**config.mk**
```make
export PLATFORM = sky130hd
export DESIGN_NAME = seven_segment_scan_controller_unit
export DESIGN_NICKNAME = d
export VERILOG_FILES = /design/src/ssc_pkg.sv /design/src/seven_segment_scan_controller_unit.sv /design/src/ssc_digits.sv
export VERILOG_INCLUDE_DIRS = /design/src /design/src/src
export SDC_FILE = /design/constraint.sdc
export NUM_CORES = 1
export LEC_CHECK = 0
export BUFFER_PORTS_ARGS = -buffer_cell sky130_fd_sc_hd__buf_2
export CAP_MARGIN = 0
export CORE_ASPECT_RATIO = 1.5
export CORE_MARGIN = 4
export CORE_UTILIZATION = 40
export CTS_BUF_LIST = sky130_fd_sc_hd__clkbuf_8
export DETAILED_ROUTE_END_ITERATION = 10
export PLACE_DENSITY = 0.58
export SLEW_MARGIN = 5
export SYNTH_ARGS = -nofsm -noshare
export SYNTH_HDL_FRONTEND = slang
export SYNTH_HIERARCHICAL = 1
export SYNTH_SLANG_ARGS = --single-unit
```
**constraint.sdc**
```tcl
create_clock -name clk -period 7.95 [get_ports clk]
set_input_delay 1.1925 -clock clk [delete_from_list [all_inputs] [get_ports clk]]
set_output_delay 1.1925 -clock clk [all_outputs]
set_load 0.02 [all_outputs]
```
**src/assert_macros.svh**
```systemverilog
// Assertion shorthands for the RTL files; the scan controller unit includes them.
`ifndef ASSERT_MACROS_SVH
`define ASSERT_MACROS_SVH

`ifndef NO_ASSERTIONS

`define ASSERT_ALWAYS(label, clk, rst, expr) \
  label: assert property (@(posedge clk) disable iff (rst) (expr)) \
    else $error("assertion failed");

`define ASSERT_IMPLY(label, clk, rst, cond, expr) \
  label: assert property (@(posedge clk) disable iff (rst) (cond) |-> (expr)) \
    else $error("assertion failed");

`define ASSERT_NEXT(label, clk, rst, cond, expr) \
  label: assert property (@(posedge clk) disable iff (rst) (cond) |=> (expr)) \
    else $error("assertion failed");

`else

`define ASSERT_ALWAYS(label, clk, rst, expr)

`define ASSERT_IMPLY(label, clk, rst, cond, expr)

`define ASSERT_NEXT(label, clk, rst, cond, expr)

`endif

`endif

```
**src/ssc_pkg.sv**
```systemverilog
package ssc_pkg;

  localparam int DIGIT_COUNT = 4;
  localparam int SLOT_W      = $clog2(DIGIT_COUNT + 1);
  localparam int DIGIT_W     = (DIGIT_COUNT > 1) ? $clog2(DIGIT_COUNT) : 1;

  localparam int KIND_W   = 2;
  localparam int NUMBER_W = 14;
  localparam int SEL_W    = 2;
  localparam int SEG_W    = 8;
  localparam int LEVEL_W  = 8;
  localparam int TIMER_W  = 16;
  localparam int PHASE_W  = 17;
  localparam int BCD_W    = 4;

  localparam logic [KIND_W-1:0] KIND_TICK   = 2'd0;
  localparam logic [KIND_W-1:0] KIND_NUMBER = 2'd1;
  localparam logic [KIND_W-1:0] KIND_RAW    = 2'd2;

  localparam logic [LEVEL_W-1:0] LEVEL_MAX = 8'd255;
  localparam logic [SEG_W-1:0]   SEG_ALL   = 8'hFF;
  localparam logic [SEG_W-1:0]   SEG_NO_DP = 8'h7F;
  localparam logic [SEG_W-1:0]   SEG_DP    = 8'h80;

  // Configuration register map, one 32-bit word per register.
  localparam int REG_COUNT  = 7;
  localparam int ADDR_W     = $clog2(4 * REG_COUNT);
  localparam int REG_IDX_W  = ADDR_W - 2;
  localparam int DATA_W     = 32;

  localparam logic [REG_IDX_W-1:0] REG_COMMON_ANODE = 3'd0;
  localparam logic [REG_IDX_W-1:0] REG_BRIGHTNESS   = 3'd1;
  localparam logic [REG_IDX_W-1:0] REG_DWELL_TICKS  = 3'd2;
  localparam logic [REG_IDX_W-1:0] REG_BLINK_HALF   = 3'd3;
  localparam logic [REG_IDX_W-1:0] REG_ENABLE_MASK  = 3'd4;
  localparam logic [REG_IDX_W-1:0] REG_BLINK_MASK   = 3'd5;
  localparam logic [REG_IDX_W-1:0] REG_HAS_POINT    = 3'd6;

  function automatic longint pow10(input int n);
    longint p;
    p = 1;
    for (int i = 0; i < n; i++) begin
      p = p * 10;
    end
    return p;
  endfunction

  localparam longint NUMBER_LIMIT = pow10(DIGIT_COUNT) - 1;

  // Fixed-point shift for the reciprocal multiplies that split a number into decimal digits.
  localparam int RECIP_SHIFT = NUMBER_W + $clog2(pow10(DIGIT_COUNT - 1)) + 1;

  function automatic logic [SEG_W-1:0] seg_of(input logic [BCD_W-1:0] d);
    logic [SEG_W-1:0] s;
    case (d)
      4'd0: s = 8'h3F;
      4'd1: s = 8'h06;
      4'd2: s = 8'h5B;
      4'd3: s = 8'h4F;
      4'd4: s = 8'h66;
      4'd5: s = 8'h6D;
      4'd6: s = 8'h7D;
      4'd7: s = 8'h07;
      4'd8: s = 8'h7F;
      4'd9: s = 8'h6F;
      default: s = '0;
    endcase
    return s;
  endfunction

  typedef logic [DIGIT_COUNT-1:0][SEG_W-1:0] pattern_set_t;

  typedef struct packed {
    logic [KIND_W-1:0]   kind;
    logic [NUMBER_W-1:0] number;
    logic                leading_zeros;
    logic [SEL_W-1:0]    digit_select;
    logic [SEG_W-1:0]    raw_pattern;
  } ssc_in_t;

  typedef struct packed {
    logic [SLOT_W-1:0]  scan_slot;
    logic               digit_lit;
    logic [SEG_W-1:0]   segment_lines;
    logic [LEVEL_W-1:0] common_level;
  } ssc_out_t;

  typedef struct packed {
    logic         in_range;
    pattern_set_t patterns;
  } ssc_load_t;

endpackage

```
**src/seven_segment_scan_controller_unit.sv**
```systemverilog
// An accepted item is held in the input register, and its result is registered into the output
// register once the output is not stalled.
// Throughput: one item per cycle unless the output stalls; an input skid register then keeps an item.
// The decimal split uses parallel reciprocal multiplies, one multiplier deep per stage.
// Reset is synchronous and active high: registers take their defaults, patterns go blank,
// the scan starts at digit 0, and the dwell and blink counters clear.
`include "assert_macros.svh"

module seven_segment_scan_controller_unit (
  input  logic                         clk,
  input  logic                         rst,
  input  logic                         in_valid,
  output logic                         in_stall,
  input  ssc_pkg::ssc_in_t             in_data,
  output logic                         out_valid,
  input  logic                         out_stall,
  output ssc_pkg::ssc_out_t            out_data,
  input  logic                         psel,
  input  logic                         penable,
  input  logic                         pwrite,
  input  logic [ssc_pkg::ADDR_W-1:0]   paddr,
  input  logic [ssc_pkg::DATA_W-1:0]   pwdata,
  output logic [ssc_pkg::DATA_W-1:0]   prdata,
  output logic                         pready
);
  import ssc_pkg::*;

  // Configuration registers.
  logic                   common_anode;
  logic [LEVEL_W-1:0]     brightness;
  logic [TIMER_W-1:0]     dwell_ticks;
  logic [TIMER_W-1:0]     blink_half_period;
  logic [DIGIT_COUNT-1:0] enable_mask;
  logic [DIGIT_COUNT-1:0] blink_mask;
  logic                   has_point;

  // Scan state.
  pattern_set_t       patterns;
  pattern_set_t       patterns_next;
  logic [SLOT_W-1:0]  slot;
  logic [SLOT_W-1:0]  slot_next;
  logic [TIMER_W-1:0] dwell;
  logic [TIMER_W-1:0] dwell_next;
  logic [PHASE_W-1:0] phase;
  logic [PHASE_W-1:0] phase_next;

  // Input register and skid register.
  ssc_in_t a_item;
  logic    a_valid;
  ssc_in_t b_item;
  logic    b_valid;

  ssc_out_t  result;
  ssc_load_t load;
  logic      cfg_write;
  logic      in_accept;
  logic      adv;

  logic [TIMER_W-1:0]   half;
  logic [TIMER_W-1:0]   dwell_limit;
  logic [PHASE_W:0]     phase_inc;
  logic [PHASE_W:0]     period;
  logic [TIMER_W:0]     dwell_inc;
  logic [SLOT_W-1:0]    adv_slot;
  logic [DIGIT_W-1:0]   idx;
  logic                 lit;
  logic [SEG_W-1:0]     seg_on;

  function automatic logic [SLOT_W-1:0] first_after(input logic [SLOT_W-1:0] start,
                                                    input logic [DIGIT_COUNT-1:0] mask);
    logic [SLOT_W-1:0] r;
    r = SLOT_W'(DIGIT_COUNT);
    for (int d = DIGIT_COUNT - 1; d >= 0; d--) begin
      if (mask[d] && (SLOT_W'(d) >= start)) begin
        r = SLOT_W'(d);
      end
    end
    return r;
  endfunction

  ssc_digits u_digits (
    .number        (a_item.number),
    .leading_zeros (a_item.leading_zeros),
    .load          (load)
  );

  // Configuration port.
  assign pready    = 1'b1;
  assign cfg_write = psel && penable && pwrite && pready;

  always_ff @(posedge clk) begin
    if (rst) begin
      common_anode      <= 1'b0;
      brightness        <= LEVEL_MAX;
      dwell_ticks       <= 16'd5;
      blink_half_period <= 16'd500;
      enable_mask       <= '1;
      blink_mask        <= '0;
      has_point         <= 1'b1;
    end else if (cfg_write) begin
      case (paddr[ADDR_W-1:2])
        REG_COMMON_ANODE: common_anode      <= pwdata[0];
        REG_BRIGHTNESS:   brightness        <= pwdata[LEVEL_W-1:0];
        REG_DWELL_TICKS:  dwell_ticks       <= pwdata[TIMER_W-1:0];
        REG_BLINK_HALF:   blink_half_period <= pwdata[TIMER_W-1:0];
        REG_ENABLE_MASK:  enable_mask       <= pwdata[DIGIT_COUNT-1:0];
        REG_BLINK_MASK:   blink_mask        <= pwdata[DIGIT_COUNT-1:0];
        REG_HAS_POINT:    has_point         <= pwdata[0];
        default: ;
      endcase
    end
  end

  always_comb begin
    case (paddr[ADDR_W-1:2])
      REG_COMMON_ANODE: prdata = DATA_W'(common_anode);
      REG_BRIGHTNESS:   prdata = DATA_W'(brightness);
      REG_DWELL_TICKS:  prdata = DATA_W'(dwell_ticks);
      REG_BLINK_HALF:   prdata = DATA_W'(blink_half_period);
      REG_ENABLE_MASK:  prdata = DATA_W'(enable_mask);
      REG_BLINK_MASK:   prdata = DATA_W'(blink_mask);
      REG_HAS_POINT:    prdata = DATA_W'(has_point);
      default:          prdata = '0;
    endcase
  end

  // Handshake: the skid register catches an item that arrives while the input register waits.
  assign in_stall  = b_valid;
  assign in_accept = in_valid && !in_stall;
  assign adv       = a_valid && (!out_valid || !out_stall);

  always_ff @(posedge clk) begin
    if (rst) begin
      a_valid <= 1'b0;
      b_valid <= 1'b0;
    end else if (adv) begin
      a_valid <= b_valid || in_accept;
      b_valid <= 1'b0;
    end else if (in_accept) begin
      a_valid <= 1'b1;
      b_valid <= a_valid;
    end
  end

  always_ff @(posedge clk) begin
    if (adv) begin
      a_item <= b_valid ? b_item : in_data;
    end else if (in_accept && !a_valid) begin
      a_item <= in_data;
    end
    if (in_accept && a_valid && !adv) begin
      b_item <= in_data;
    end
  end

  // Next scan state for the item in the input register.
  assign half        = (blink_half_period == '0) ? TIMER_W'(1) : blink_half_period;
  assign dwell_limit = (dwell_ticks == '0) ? TIMER_W'(1) : dwell_ticks;
  assign phase_inc   = {1'b0, phase} + (PHASE_W + 1)'(1);
  assign period      = {1'b0, half, 1'b0};
  assign dwell_inc   = {1'b0, dwell} + (TIMER_W + 1)'(1);
  assign adv_slot    = (slot >= SLOT_W'(DIGIT_COUNT)) ? first_after('0, enable_mask)
                                                      : first_after(slot + SLOT_W'(1), enable_mask);

  always_comb begin
    patterns_next = patterns;
    slot_next     = slot;
    dwell_next    = dwell;
    phase_next    = phase;
    case (a_item.kind)
      KIND_TICK: begin
        if (phase_inc >= period) begin
          phase_next = '0;
        end else begin
          phase_next = phase_inc[PHASE_W-1:0];
        end
        if (dwell_inc >= {1'b0, dwell_limit}) begin
          dwell_next = '0;
          slot_next  = adv_slot;
        end else begin
          dwell_next = dwell_inc[TIMER_W-1:0];
        end
      end
      KIND_NUMBER: begin
        if (load.in_range) begin
          patterns_next = load.patterns;
        end
      end
      KIND_RAW: begin
        if (32'(a_item.digit_select) < DIGIT_COUNT) begin
          patterns_next[DIGIT_W'(a_item.digit_select)] = a_item.raw_pattern;
        end
      end
      default: ;
    endcase
  end

  // Drive for the state after the item.
  assign idx = DIGIT_W'(slot_next);
  assign lit = (slot_next < SLOT_W'(DIGIT_COUNT)) && enable_mask[idx] &&
               !(blink_mask[idx] && (phase_next >= {1'b0, half}));
  assign seg_on = lit ? (patterns_next[idx] & (has_point ? SEG_ALL : SEG_NO_DP)) : '0;

  always_comb begin
    result.scan_slot = slot_next;
    result.digit_lit = lit;
    if (common_anode) begin
      result.segment_lines = ~seg_on | (has_point ? '0 : SEG_DP);
      result.common_level  = lit ? brightness : '0;
    end else begin
      result.segment_lines = seg_on;
      result.common_level  = lit ? (LEVEL_MAX - brightness) : LEVEL_MAX;
    end
  end

  always_ff @(posedge clk) begin
    if (rst) begin
      patterns  <= '0;
      slot      <= '0;
      dwell     <= '0;
      phase     <= '0;
      out_valid <= 1'b0;
    end else if (adv) begin
      patterns  <= patterns_next;
      slot      <= slot_next;
      dwell     <= dwell_next;
      phase     <= phase_next;
      out_valid <= 1'b1;
    end else if (!out_stall) begin
      out_valid <= 1'b0;
    end
  end

  always_ff @(posedge clk) begin
    if (adv) begin
      out_data <= result;
    end
  end

  `ASSERT_IMPLY(a_skid_needs_main, clk, rst, b_valid, a_valid)
  `ASSERT_ALWAYS(a_slot_range, clk, rst, slot <= SLOT_W'(DIGIT_COUNT))
  `ASSERT_IMPLY(a_lit_on_digit, clk, rst, out_valid && out_data.digit_lit, out_data.scan_slot < SLOT_W'(DIGIT_COUNT))
  `ASSERT_NEXT(a_adv_fills_out, clk, rst, adv, out_valid)

endmodule

```
**src/ssc_digits.sv**
```systemverilog
module ssc_digits (
  input  logic [ssc_pkg::NUMBER_W-1:0] number,
  input  logic                         leading_zeros,
  output ssc_pkg::ssc_load_t           load
);
  import ssc_pkg::*;

  logic [NUMBER_W-1:0] quot [DIGIT_COUNT+1];
  logic [BCD_W-1:0]    vals [DIGIT_COUNT];
  logic                lead;

  assign quot[0]           = number;
  assign quot[DIGIT_COUNT] = '0;

  // Each quotient by a power of ten is one reciprocal multiply, all in parallel.
  for (genvar i = 1; i < DIGIT_COUNT; i++) begin : g_quot
    localparam longint DIV = pow10(i);
    localparam logic [RECIP_SHIFT-1:0] RECIP =
      RECIP_SHIFT'(((64'd1 << RECIP_SHIFT) / DIV) + 1);
    logic [NUMBER_W+RECIP_SHIFT-1:0] prod;
    assign prod    = {{RECIP_SHIFT{1'b0}}, number} * {{NUMBER_W{1'b0}}, RECIP};
    assign quot[i] = prod[NUMBER_W+RECIP_SHIFT-1:RECIP_SHIFT];
  end

  for (genvar i = 0; i < DIGIT_COUNT; i++) begin : g_digit
    logic [NUMBER_W+2:0] tens;
    logic [NUMBER_W+2:0] diff;
    assign tens    = {quot[i+1], 3'b000} + {2'b00, quot[i+1], 1'b0};
    assign diff    = {3'b000, quot[i]} - tens;
    assign vals[i] = diff[BCD_W-1:0];
  end

  // Unless leading_zeros is set, blank zeros from the most significant digit down until the first nonzero one.
  always_comb begin
    lead = !leading_zeros;
    load.in_range = (64'(number) <= NUMBER_LIMIT);
    load.patterns = '0;
    for (int k = DIGIT_COUNT - 1; k >= 0; k--) begin
      if (vals[k] == '0 && lead) begin
        load.patterns[k] = '0;
      end else begin
        load.patterns[k] = seg_of(vals[k]);
        lead = 1'b0;
      end
    end
  end

endmodule
```
# [After elaboration in Yosys (flattened, before gate mapping)]
# Memories as Yosys holds them, arrays and structs flattened.
# Cells that the tools add are included.
[classes] add_sub_neg=10 n_mul=3 div=0 n_lt_le_gt_ge=13 n_eq_ne=9 shifts=0 n_mux=48 bitwise=3 n_reduce_logical=47
[op_table] operator="16-bit case mux with 7 select lines" n=1
[op_table] operator="8-bit two-way mux" n=11
[op_table] operator="27-bit two-way mux" n=3
[op_table] operator="16-bit two-way mux" n=4
[op_table] operator="32-bit case mux with 2 select lines" n=1
[op_table] operator="17-bit by 16-bit >= comparator with 1-bit output" n=2
[op_table] operator="17-bit two-way mux" n=2
[op_table] operator="3-bit two-way mux" n=11
[op_table] operator="32-bit bitwise mux" n=1
[op_table] operator="16-bit zero test" n=2
[op_table] operator="32-bit two-way mux" n=1
[op_table] operator="14-bit by 16-bit multiplier with 29-bit output (second input constant)" n=1
[op_table] operator="14-bit by 19-bit multiplier with 29-bit output (second input constant)" n=1
[op_table] operator="14-bit by 20-bit multiplier with 27-bit output (second input constant)" n=1
[op_table] operator="1-bit logical AND" n=19
[op_table] operator="17-bit by 1-bit adder with 18-bit output (second input constant)" n=1
[op_table] operator="18-bit by 17-bit >= comparator with 1-bit output" n=1
[op_table] operator="16-bit by 1-bit adder with 17-bit output (second input constant)" n=1
[op_table] operator="8-bit binary-select mux with 2-bit select" n=1
[op_table] operator="8-bit demux with 2-bit select" n=1
[op_table] operator="4-bit zero test" n=4
[op_table] operator="2-bit AND reduction" n=8
[op_table] operator="14-bit <= comparator (second input constant)" n=1
[op_table] operator="4-bit adder" n=3
[op_table] operator="26 further kinds" n=51
[totals] register_bits=195 latch_bits=0 ramBits=0 rom_bits=448 in_bits=71 out_inout_bits=55 n_memories=4
[mem_list] name="(name not given)" depth=16 width=7 rd=1 rd_clocked_by_memory_dff=0 wr=0 line="ssc_pkg.sv:55" text="case (d)"
[mem_list] name="(name not given)" depth=16 width=7 rd=1 rd_clocked_by_memory_dff=0 wr=0 line="ssc_pkg.sv:55"
[mem_list] name="(name not given)" depth=16 width=7 rd=1 rd_clocked_by_memory_dff=0 wr=0 line="ssc_pkg.sv:55"
[mem_list] name="(name not given)" depth=16 width=7 rd=1 rd_clocked_by_memory_dff=0 wr=0 line="ssc_pkg.sv:55"

# [Longest topological paths before layout]
# Gate-level depths: netlist of run 1.
[logic_depth] word_depth=19 ltp_mapped=37 ltp_nobuf=37

# [Cells and area by module]
# The synthesis of run 1 kept the hierarchy.
[by_module_without_submodules] module="seven_segment_scan_controller_unit" instances=1 cells_per_inst=1220 area_each_um2=10919.2
[by_module_without_submodules] module="ssc_digits" instances=1 cells_per_inst=1137 area_each_um2=10462.5

# [Worst setup path after synthesis of run 1]
# Ideal clock, no wire load.
[synth_timing] path_kind="reg2reg" from="register a_item[23] in the netlist's numbering" to="register out_data[9] in the netlist's numbering, data pin" setup_ns=0.275 arrival_ns=8.063 required_ns=7.675 setup_slack_ns=-0.388 path_stages_with_launch=35 period_less_slack_ns=8.338 path_cell_list="edfxtp_1 > inv_1 > ha_1 > fa_1 > inv_1 > fa_1 > fa_1 > inv_1 > fa_1 > inv_1 > fa_1 > ha_1 > nand2_1 > or2_2 > nor2b_1 > or3_1 > a21oi_1 > nor2_1 > xnor2_1 > ha_1 > xnor2_1 > xnor2_1 > xnor2_1 > xnor2_1 > xnor3_1 > or3_1 > buf_6 > o31ai_4 > o221ai_1 > nand2_1 > o21ai_0 > a22oi_1 > a211oi_1 > o21ai_0 > xnor2_1"
[synth_rtl] element="from (decl)" line="seven_segment_scan_controller_unit.sv:48" text="ssc_in_t a_item;"
[synth_rtl] element="from (signal assigned)" line="seven_segment_scan_controller_unit.sv:147" text="a_item <= b_valid ? b_item : in_data;"
[synth_rtl] element="from (signal assigned)" line="seven_segment_scan_controller_unit.sv:149" text="a_item <= in_data;"
[synth_rtl] element="to (signal assigned)" line="seven_segment_scan_controller_unit.sv:236" text="out_data <= result;"
[synth_rtl] element="to (decl)" line="seven_segment_scan_controller_unit.sv:17" text="output ssc_pkg::ssc_out_t out_data,"

==> results of run 1 <==
[logic make-up after synthesis]
group	Yosys count	synth area share [%]
xor+xnor	78	3.324
simple gates	558	12.34
mux	48	2.411
compound gates	480	14.97
flops	195	21.72
other cells	3	0.05266
buf+inv	477	8.830
fa+ha+maj	518	36.35
[Yosys cell counts, types with 4 or more instances]
cell type  instances  share of area [%]
a211o_1           22               0.90
a211oi_1          44                1.5
a21o_1            26               0.91
a21oi_1          106                2.5
a221oi_1          40                1.6
a22oi_1           29                1.0
a311oi_1           4               0.16
a31oi_1            9               0.26
and2_1             5               0.15
and3_1            17               0.50
and4_1             5               0.20
buf_1              7               0.12
buf_4             22               0.77
clkbuf_1          70                1.2
dfxtp_1          121                 11
edfxtp_1          74                 10
fa_1             172                 16
ha_1             346                 20
inv_1            375                6.6
mux2_2            28                1.5
mux2i_1           20               0.94
nand2_1          189                3.3
nand2b_1          17               0.50
nand3_1           39               0.91
nand3b_1           9               0.32
nand4_1           22               0.64
nor2_1           154                2.7
nor2b_1           18               0.53
nor3_1            34               0.80
nor3b_1            4               0.14
nor4_1            11               0.32
o2111ai_1          4               0.16
o211ai_1          15               0.53
o21a_1             5               0.18
o21ai_0          118                2.8
o221ai_1           5               0.20
o2bb2ai_1         10               0.41
o31ai_1            8               0.28
or2_2             11               0.32
or3_1             10               0.29
xnor2_1           42                1.7
xor2_1            34                1.4
[sequential cells by signal, indices dropped and copies added, names as in the netlist]
register	count
has_point	1
enable_mask	4
b_item	27
brightness	8
slot	3
dwell	16
phase	17
dwell_ticks	16
a_valid	1
common_anode	1
out_valid	1
out_data	20
blink_half_period	16
patterns	32
a_item	27
blink_mask	4
in_stall	1
[layout make-up]
type,count,area (µm²)
fillers,5028,27380
multi-input cells,1703,15610
flip-flops and latches,195,4644
repair buffers,361,2540
inverters,376,1414
well taps,682,853.3
clock buffers,17,234.0
clock inverters,15,153.9
diodes,3,7.507
[stage by stage]
step	utilization, %	hold WS (ps)	instances	area [µm²]	setup WS (ps)
floorplan	-	449.0	2375	21590	7.802
global placement	45.92	457.9	3291	24260	-526.4
detailed placement	45.92	462.1	3291	24260	-676.3
CTS	47.20	477.5	3339	24940	-386.3
global route	48.17	504.7	3350	25450	-666.2
finish	48.18	476.7	3352	25460	-281.4
[layer usage]
layer  wire length [µm]  vias up  global-route usage (%)
li1                   -     8645                       -
met4               3617        2                   11.34
met3               1805      143                   2.096
met5                 11        -                       0
met2              34170      397                   41.46
met1              22830     8670                   23.28
[worst paths after layout]
kind | start | endpoint | cells past startpoint | slack [ps]
worst max-delay path | a_item[22]$_DFFE_PP_ | out_data[13]$_DFFE_PP_ | 34 | -280
worst max register to register | a_item[22]$_DFFE_PP_ | out_data[13]$_DFFE_PP_ | 34 | -280
worst min register to register | dwell_ticks[7]$_SDFFE_PP0P_ | dwell_ticks[7]$_SDFFE_PP0P_ | 2 | 480
worst min-delay path | dwell_ticks[7]$_SDFFE_PP0P_ | dwell_ticks[7]$_SDFFE_PP0P_ | 2 | 480
[layout by cell type (no fill, tap or decap), types with 15 or more instances in the layout]
cell,count
nand3_1,37
nor2b_1,18
ha_4,25
a221oi_1,37
xor2_1,32
mux2_2,28
xnor2_1,38
a21oi_1,98
inv_1,363
dfxtp_1,121
a21o_1,26
a211o_1,22
nand2_1,189
ha_1,318
a22oi_1,27
mux2i_1,20
a211oi_1,36
nand2b_1,17
o211ai_1,15
fa_1,161
clkbuf_8,17
o21ai_0,96
nor2_1,149
nand4_1,22
buf_4,259
buf_2,89
nor3_1,33
conb_1,21
and3_1,16
edfxtp_1,74
inv_2,15
[timing repair]
item                       in CTS  in global routing
resized for setup              48                 85
setup endpoints to repair      22                 27
buffers inserted               16                 10
pin swaps                      38                 53
hold buffers                    0                  0
cloned                          0                  0
[critical path: cells and delay by family, from the launching register on]
| kind | cells | cell delay [ps] |
|---|---|---|
| DFF | 1 | 480 |
| AOI/OAI and AO/OA | 9 | 1520 |
| and+or+nand+nor | 5 | 770 |
| adders and majority gates | 8 | 3450 |
| buffers and inverters | 5 | 580 |
| xor gates and xnor gates | 7 | 1170 |
==> results_dict.tcl, run 1 <==
set metrics [dict create \
    outcome "finished, violations left" \
    violations "negative setup slack" \
    skew_ps 21.92 \
    worst_pin_slew_ps 1016 \
    cts.sinks 195 \
    synth_edf_count 74 \
    async_flop_share_pct 0 \
    synth_cells 2357 \
    ant_nets 0 \
    yosysWarnings 6 \
    grt-ovfl-total 0 \
    maxSlewViolCount 0 \
    crit_arrival_ps 8480 \
    hold_viol 0 \
    grt_use_total_pct 21.73 \
    insertion_delay_ps 500 \
    yosysSeqAreaShare_pct 21.72 \
    rsz0062_at_grt "yes" \
    grt_first_pass_wirelength_um 99700 \
    io_pins 126 \
    dieArea_um2 57290 \
    fin_tns_setup_ps -1487 \
    synthFlopType "dfxtp_1" \
    hold_class "reg2reg" \
    synth-seq-cells 195 \
    htreeDepth 4 \
    cts_tree "built" \
    setup_violations 7 \
    setup_ws_ps -281.4 \
    layout-drive-gt1-share_pct 20.77 \
    slowest_delay_ps 560 \
    grt_max_degree 74 \
    gp_congestion 0.9117 \
    syn-cell-area_um2 21380 \
    slowest_stage "fa_1" \
    die_x_um 196.8 \
    core_area_um2 52840 \
    drt-total-wl_um 62440 \
    nets 3243 \
    cts-root-buf "clkbuf_8" \
    worstPathMaxFanout 10 \
    die_y_um 291.2 \
    ys_types 79 \
    worst-setup-path-type "reg2reg" \
    hpwl_um 51290 \
    start_kind "register" \
    fin_crit_sh_pct 103.5 \
    first_pass_iters 8 \
    required_ps 8200 \
    drt_iter0_markers 708 \
    clk_pin_slew_worst_paths_ps 110 \
    row_count 103 \
    io_buffer_count 90 \
    crit_path_end_kind "register" \
    num_vias 17860 \
    grt_pass1_vias 18970 \
    antenna_found_initial 4 \
    avgRoutedWirePerCell_um 18.63 \
    clockBufferDepth 2 \
    avgSynthCellArea_um2 9.072 \
    drv_cap 0 \
    crit_top_cell "fa_1" \
    slew_headroom_pct 32.26 \
    fmax_ghz 0.1215 \
    routed_via_density 5.327 \
    period_needed_ps 8231 \
    remaining_drc_errors 0 \
    area_growth_pct 19.06 \
    initial_core_util_pct 40.47 \
    cts_buffers 17 \
]
Power of run 1 is not shown: default switching activity piles up to over one toggle a cycle in this logic, so the estimate is an artifact.
==> run 2, diff against run 1 <==
--- a/config.mk
+++ b/config.mk
@@ -13,7 +13,7 @@
 export CORE_UTILIZATION = 40
 export CTS_BUF_LIST = sky130_fd_sc_hd__clkbuf_8
 export DETAILED_ROUTE_END_ITERATION = 10
-export PLACE_DENSITY = 0.58
+export PLACE_DENSITY = 0.56
 export SLEW_MARGIN = 5
 export SYNTH_ARGS = -nofsm -noshare
 export SYNTH_HDL_FRONTEND = slang
==> constraint.sdc (replaced) <==
create_clock -name clk -period 9.5 [get_ports clk]
set_input_delay 1.425 -clock clk [delete_from_list [all_inputs] [get_ports clk]]
set_output_delay 1.425 -clock clk [all_outputs]
set_load 0.02 [all_outputs]
==> run 2 against run 1 <==
The flow now finishes without violations. Critical path depth up 2. Sequential cell count is the same. Non-clock buffer count is 204 lower. Routed wire length fell by 3.4%. Worst hold slack improved by 9.3 ps. Critical endpoint is now out_data[14]$_DFFE_PP_.
==> results_dict.tcl, run 2 (synthesized netlist as in run 1, its figures left out) <==
set metrics [dict create \
    hold_viol 0 \
    die_y_um 291.2 \
    io_buffer_count 90 \
    final_util_pct 43.94 \
    wl_met1_um 22310 \
    die_x_um 196.8 \
    start_kind "register" \
    hpwl_um 49810 \
    htreeDepth 4 \
    cts_tree "built" \
    required_ps 9750 \
    grt-ovfl-total 0 \
    avgRoutedWirePerCell_um 19.17 \
    top_regs "patterns x32, a_item x27, b_item x27" \
    slew_headroom_pct 26.06 \
    slowest_delay_ps 600 \
    insertion_delay_ps 500 \
    layout-drive-gt1-share_pct 10.19 \
    num-fill-cells 5254 \
    largest_register_ffs 32 \
    row_count 103 \
    core_area_um2 52840 \
    rsz0062_at_grt "no" \
    placed_area_um2 22760 \
    fin_tns_setup_ps 0 \
    first_pass_iters 5 \
    ant_nets 0 \
    postCtsHoldBufs 0 \
    clk_pin_slew_worst_paths_ps 110 \
    grt_pass1_vias 18060 \
    fmax_ghz 0.1117 \
    cts.sinks 195 \
    worstPathMaxFanout 5 \
    fin_crit_sh_pct 94.27 \
    period_needed_ps 8956 \
    nets 3039 \
    worst_pin_slew_ps 1099 \
    dieArea_um2 57290 \
    io_pins 126 \
    skew_ps 21.36 \
    crit_arrival_ps 9200 \
    slowest_stage "fa_1" \
    final_cell_mix "374 x inv_1, 346 x ha_1, 189 x nand2_1, 172 x fa_1, 152 x nor2_1" \
    layout_commonest_cell "inv_1" \
    routed_via_density 5.436 \
    outcome "completed" \
    crit_path_end_kind "register" \
    gp_congestion 0.9175 \
    setup_violations 0 \
    worst-setup-path-type "reg2reg" \
    clockBufferDepth 2 \
    antenna_found_initial 4 \
    drt-total-wl_um 60290 \
    initial_core_util_pct 40.47 \
    top_layer_used "met5" \
    cts_buffers 17 \
    regMostFlops "patterns" \
    hold_class "reg2reg" \
    cts-root-buf "clkbuf_8" \
    remaining_drc_errors 0 \
    grt_first_pass_wirelength_um 96400 \
    final_cell_area_um2 23220 \
    drt_iter0_markers 735 \
    grt_max_degree 63 \
    num_vias 17100 \
    dp_slack_ps 150.4 \
    maxSlewViolCount 0 \
    wl_met2_um 33760 \
    grt_use_total_pct 21.07 \
    drv_cap 0 \
    setup_ws_ps 544.0 \
    area_growth_pct 8.585 \
    route.met3.wl_um 1569 \
    crit_top_cell "inv_1" \
]
## run 2: path summary, 6_finish.rpt
check / startpoint / endpoint / slack, ps / cells after the start
worst max-delay path: a_item[17]$_DFFE_PP_ / out_data[14]$_DFFE_PP_ / 540 / 36
worst min-delay path: dwell_ticks[7]$_SDFFE_PP0P_ / dwell_ticks[7]$_SDFFE_PP0P_ / 490 / 2
worst max register to register: a_item[17]$_DFFE_PP_ / out_data[14]$_DFFE_PP_ / 540 / 36
worst min register to register: dwell_ticks[7]$_SDFFE_PP0P_ / dwell_ticks[7]$_SDFFE_PP0P_ / 490 / 2
## run 2: cell type report
cell class	instances	area [µm²]	share of cell area (%)
Inverter	376	1411	6.079
Sequential cell	195	4644	20.00
Clock inverter	15	146.4	0.6305
Clock buffer	17	234.0	1.008
Timing Repair Buffer	157	955.9	4.117
Multi-Input combinational cell	1703	14970	64.48
Tap cell	682	853.3	3.675
Antenna cell	1	2.502	0.01078
## run 2: metrics by stage
step / instances / hold slack (ps)
finish: 3146 / 486.0
global route: 3146 / 506.0
CTS: 3141 / 483.8
detailed placement: 3109 / 467.8
global placement: 3109 / 461.5
floorplan: 2375 / 449.0
## run 2: routing by layer
layer | vias up | track usage [%]
met3 | 116 | 1.795
li1 | 8242 | -
met4 | 2 | 9.188
met1 | 8356 | 22.18
met5 | - | 0
met2 | 385 | 41.71
## run 2: critical path, delay by kind of cell, from the launching register on
family	cells	cell delay, ps
adders and majority gates	8	3400
xor gates and xnor gates	4	720
AOI/OAI and AO/OA	8	1380
buffers and inverters	8	930
and+or+nand+nor	8	1730
DFF	1	510
## run 2: what timing repair did
item,4_1_cts,5_1_grt
endpoints found under the hold margin,0,0
buffers inserted,0,4
resized for setup,0,12
endpoints found under the setup margin,0,9
Power of run 2 is left out for the same reason.
==> run 3, diff against run 2 <==
--- a/config.mk
+++ b/config.mk
@@ -8,12 +8,14 @@
 export LEC_CHECK = 0
 export BUFFER_PORTS_ARGS = -buffer_cell sky130_fd_sc_hd__buf_2
 export CAP_MARGIN = 0
+export CELL_PAD_IN_SITES_DETAIL_PLACEMENT = 0
+export CELL_PAD_IN_SITES_GLOBAL_PLACEMENT = 2
 export CORE_ASPECT_RATIO = 1.5
-export CORE_MARGIN = 4
 export CORE_UTILIZATION = 40
 export CTS_BUF_LIST = sky130_fd_sc_hd__clkbuf_8
 export DETAILED_ROUTE_END_ITERATION = 10
-export PLACE_DENSITY = 0.56
+export PLACE_DENSITY = 0.82
+export REMOVE_ABC_BUFFERS = 1
 export SLEW_MARGIN = 5
 export SYNTH_ARGS = -nofsm -noshare
 export SYNTH_HDL_FRONTEND = slang
==> run 3 against run 2 <==
First-iteration DRC count increased by 16%. Count of clock-buffer cells in the layout unchanged. Global-route usage increased by 2.3 points. Die area decreased by 5.0%. Critical endpoint unchanged. Routed wire length increased by 2.0%. Sequential cell count unchanged. Via count decreased by 1.2%.
==> results_dict.tcl, run 3 (synthesized netlist as in run 1, its figures left out) <==
set metrics [dict create \
    slowest_delay_ps 680 \
    io_pins 126 \
    avgRoutedWirePerCell_um 19.59 \
    io_buffer_count 90 \
    fin_crit_sh_pct 94.16 \
    slowest_stage "fa_1" \
    required_ps 9750 \
    worst_pin_slew_ps 1172 \
    num_vias 16900 \
    regMostFlops "patterns" \
    cts.sinks 195 \
    remaining_drc_errors 0 \
    final_util_pct 43.93 \
    worstPathMaxFanout 8 \
    layout_commonest_cell "inv_1" \
    nets 3029 \
    clockBufferDepth 2 \
    grt_pass1_vias 17830 \
    grt-ovfl-total 0 \
    initial_core_util_pct 40.57 \
    hold_viol 0 \
    area_growth_pct 8.298 \
    setup_ws_ps 554.9 \
    worst-setup-path-type "reg2reg" \
    insertion_delay_ps 510 \
    gp_congestion 0.9303 \
    antenna_found_initial 12 \
    row_count 103 \
    skew_ps 22.20 \
    routed_via_density 5.381 \
    ant_nets 0 \
    cts_buffers 17 \
    largest_register_ffs 32 \
    final_cell_mix "377 x inv_1, 346 x ha_1, 189 x nand2_1, 172 x fa_1, 153 x nor2_1" \
    htreeDepth 4 \
    slew_headroom_pct 21.84 \
    core_area_um2 52710 \
    drv_cap 0 \
    postCtsHoldBufs 0 \
    drt-total-wl_um 61530 \
    grt_max_degree 70 \
    die_x_um 190.8 \
    period_needed_ps 8945 \
    crit_path_end_kind "register" \
    fmax_ghz 0.1118 \
    outcome "completed" \
    fin_cells 3141 \
    crit_arrival_ps 9190 \
    crit_top_cell "inv_1" \
    maxSlewViolCount 0 \
    grt_first_pass_wirelength_um 97790 \
    hold_class "reg2reg" \
    clk_pin_slew_worst_paths_ps 100 \
    dieArea_um2 54400 \
    dp_cells 3097 \
    grt_use_total_pct 23.37 \
    dp_slack_ps 387.1 \
    hpwl_um 50870 \
    layout-drive-gt1-share_pct 9.539 \
    start_kind "register" \
    top_regs "patterns x32, a_item x27, b_item x27" \
    setup_violations 0 \
    drt_iter0_markers 851 \
    die_y_um 285.2 \
    cts-root-buf "clkbuf_8" \
    first_pass_iters 5 \
    cts_tree "built" \
    fin_hold_ws_ps 483.7 \
]
-- run 3: final timing paths --
kind / end / cells past startpoint / slack [ps] / startpoint
max: out_data[14]$_DFFE_PP_ / 35 / 550 / a_item[18]$_DFFE_PP_
min: dwell_ticks[4]$_SDFFE_PP0P_ / 2 / 480 / dwell_ticks[4]$_SDFFE_PP0P_
max reg2reg: out_data[14]$_DFFE_PP_ / 35 / 550 / a_item[18]$_DFFE_PP_
min reg2reg: dwell_ticks[4]$_SDFFE_PP0P_ / 2 / 480 / dwell_ticks[4]$_SDFFE_PP0P_
-- run 3: cell type report --
cell class	count	area [µm²]
fillers	5277	29550
clock inverters	15	180.2
multi-input cells	1703	14940
diodes	6	15.01
inverters	376	1411
repair buffers	147	880.8
well taps	682	853.3
flip-flops and latches	195	4644
clock buffers	17	234.0
-- run 3: worst max-delay path: cells and delay by family, from the launching register on --
family	cells	cell delay (ps)
adder cells (fa/ha/maj)	8	3450
AND/OR/NAND/NOR	6	1640
buffers and inverters	7	730
flip-flops	1	450
AO/OA/AOI/OAI	10	1660
XOR/XNOR	4	720
-- run 3: timing repair --
| item | 4_1_cts | 5_1_grt |
|---|---|---|
| buffers inserted | 0 | 6 |
| gates resized for setup | 0 | 4 |
| setup endpoints to repair | 0 | 7 |
-- run 3: layer usage --
metal / vias up / wire, µm / global-route usage (%)
met5: - / 69 / 0
met4: 10 / 2510 / 10.30
met3: 96 / 1756 / 2.388
met2: 320 / 34570 / 46.01
met1: 8251 / 22620 / 24.31
li1: 8224 / - / -
-- run 3: metrics by stage --
step / area, µm² / setup TNS, ps
global route: 23150 / -0.8420
detailed placement: 22670 / 0
global placement: 22670 / 0
CTS: 23080 / 0
floorplan: 20970 / 0
finish: 23160 / 0
Power of run 3 is left out for the same reason.
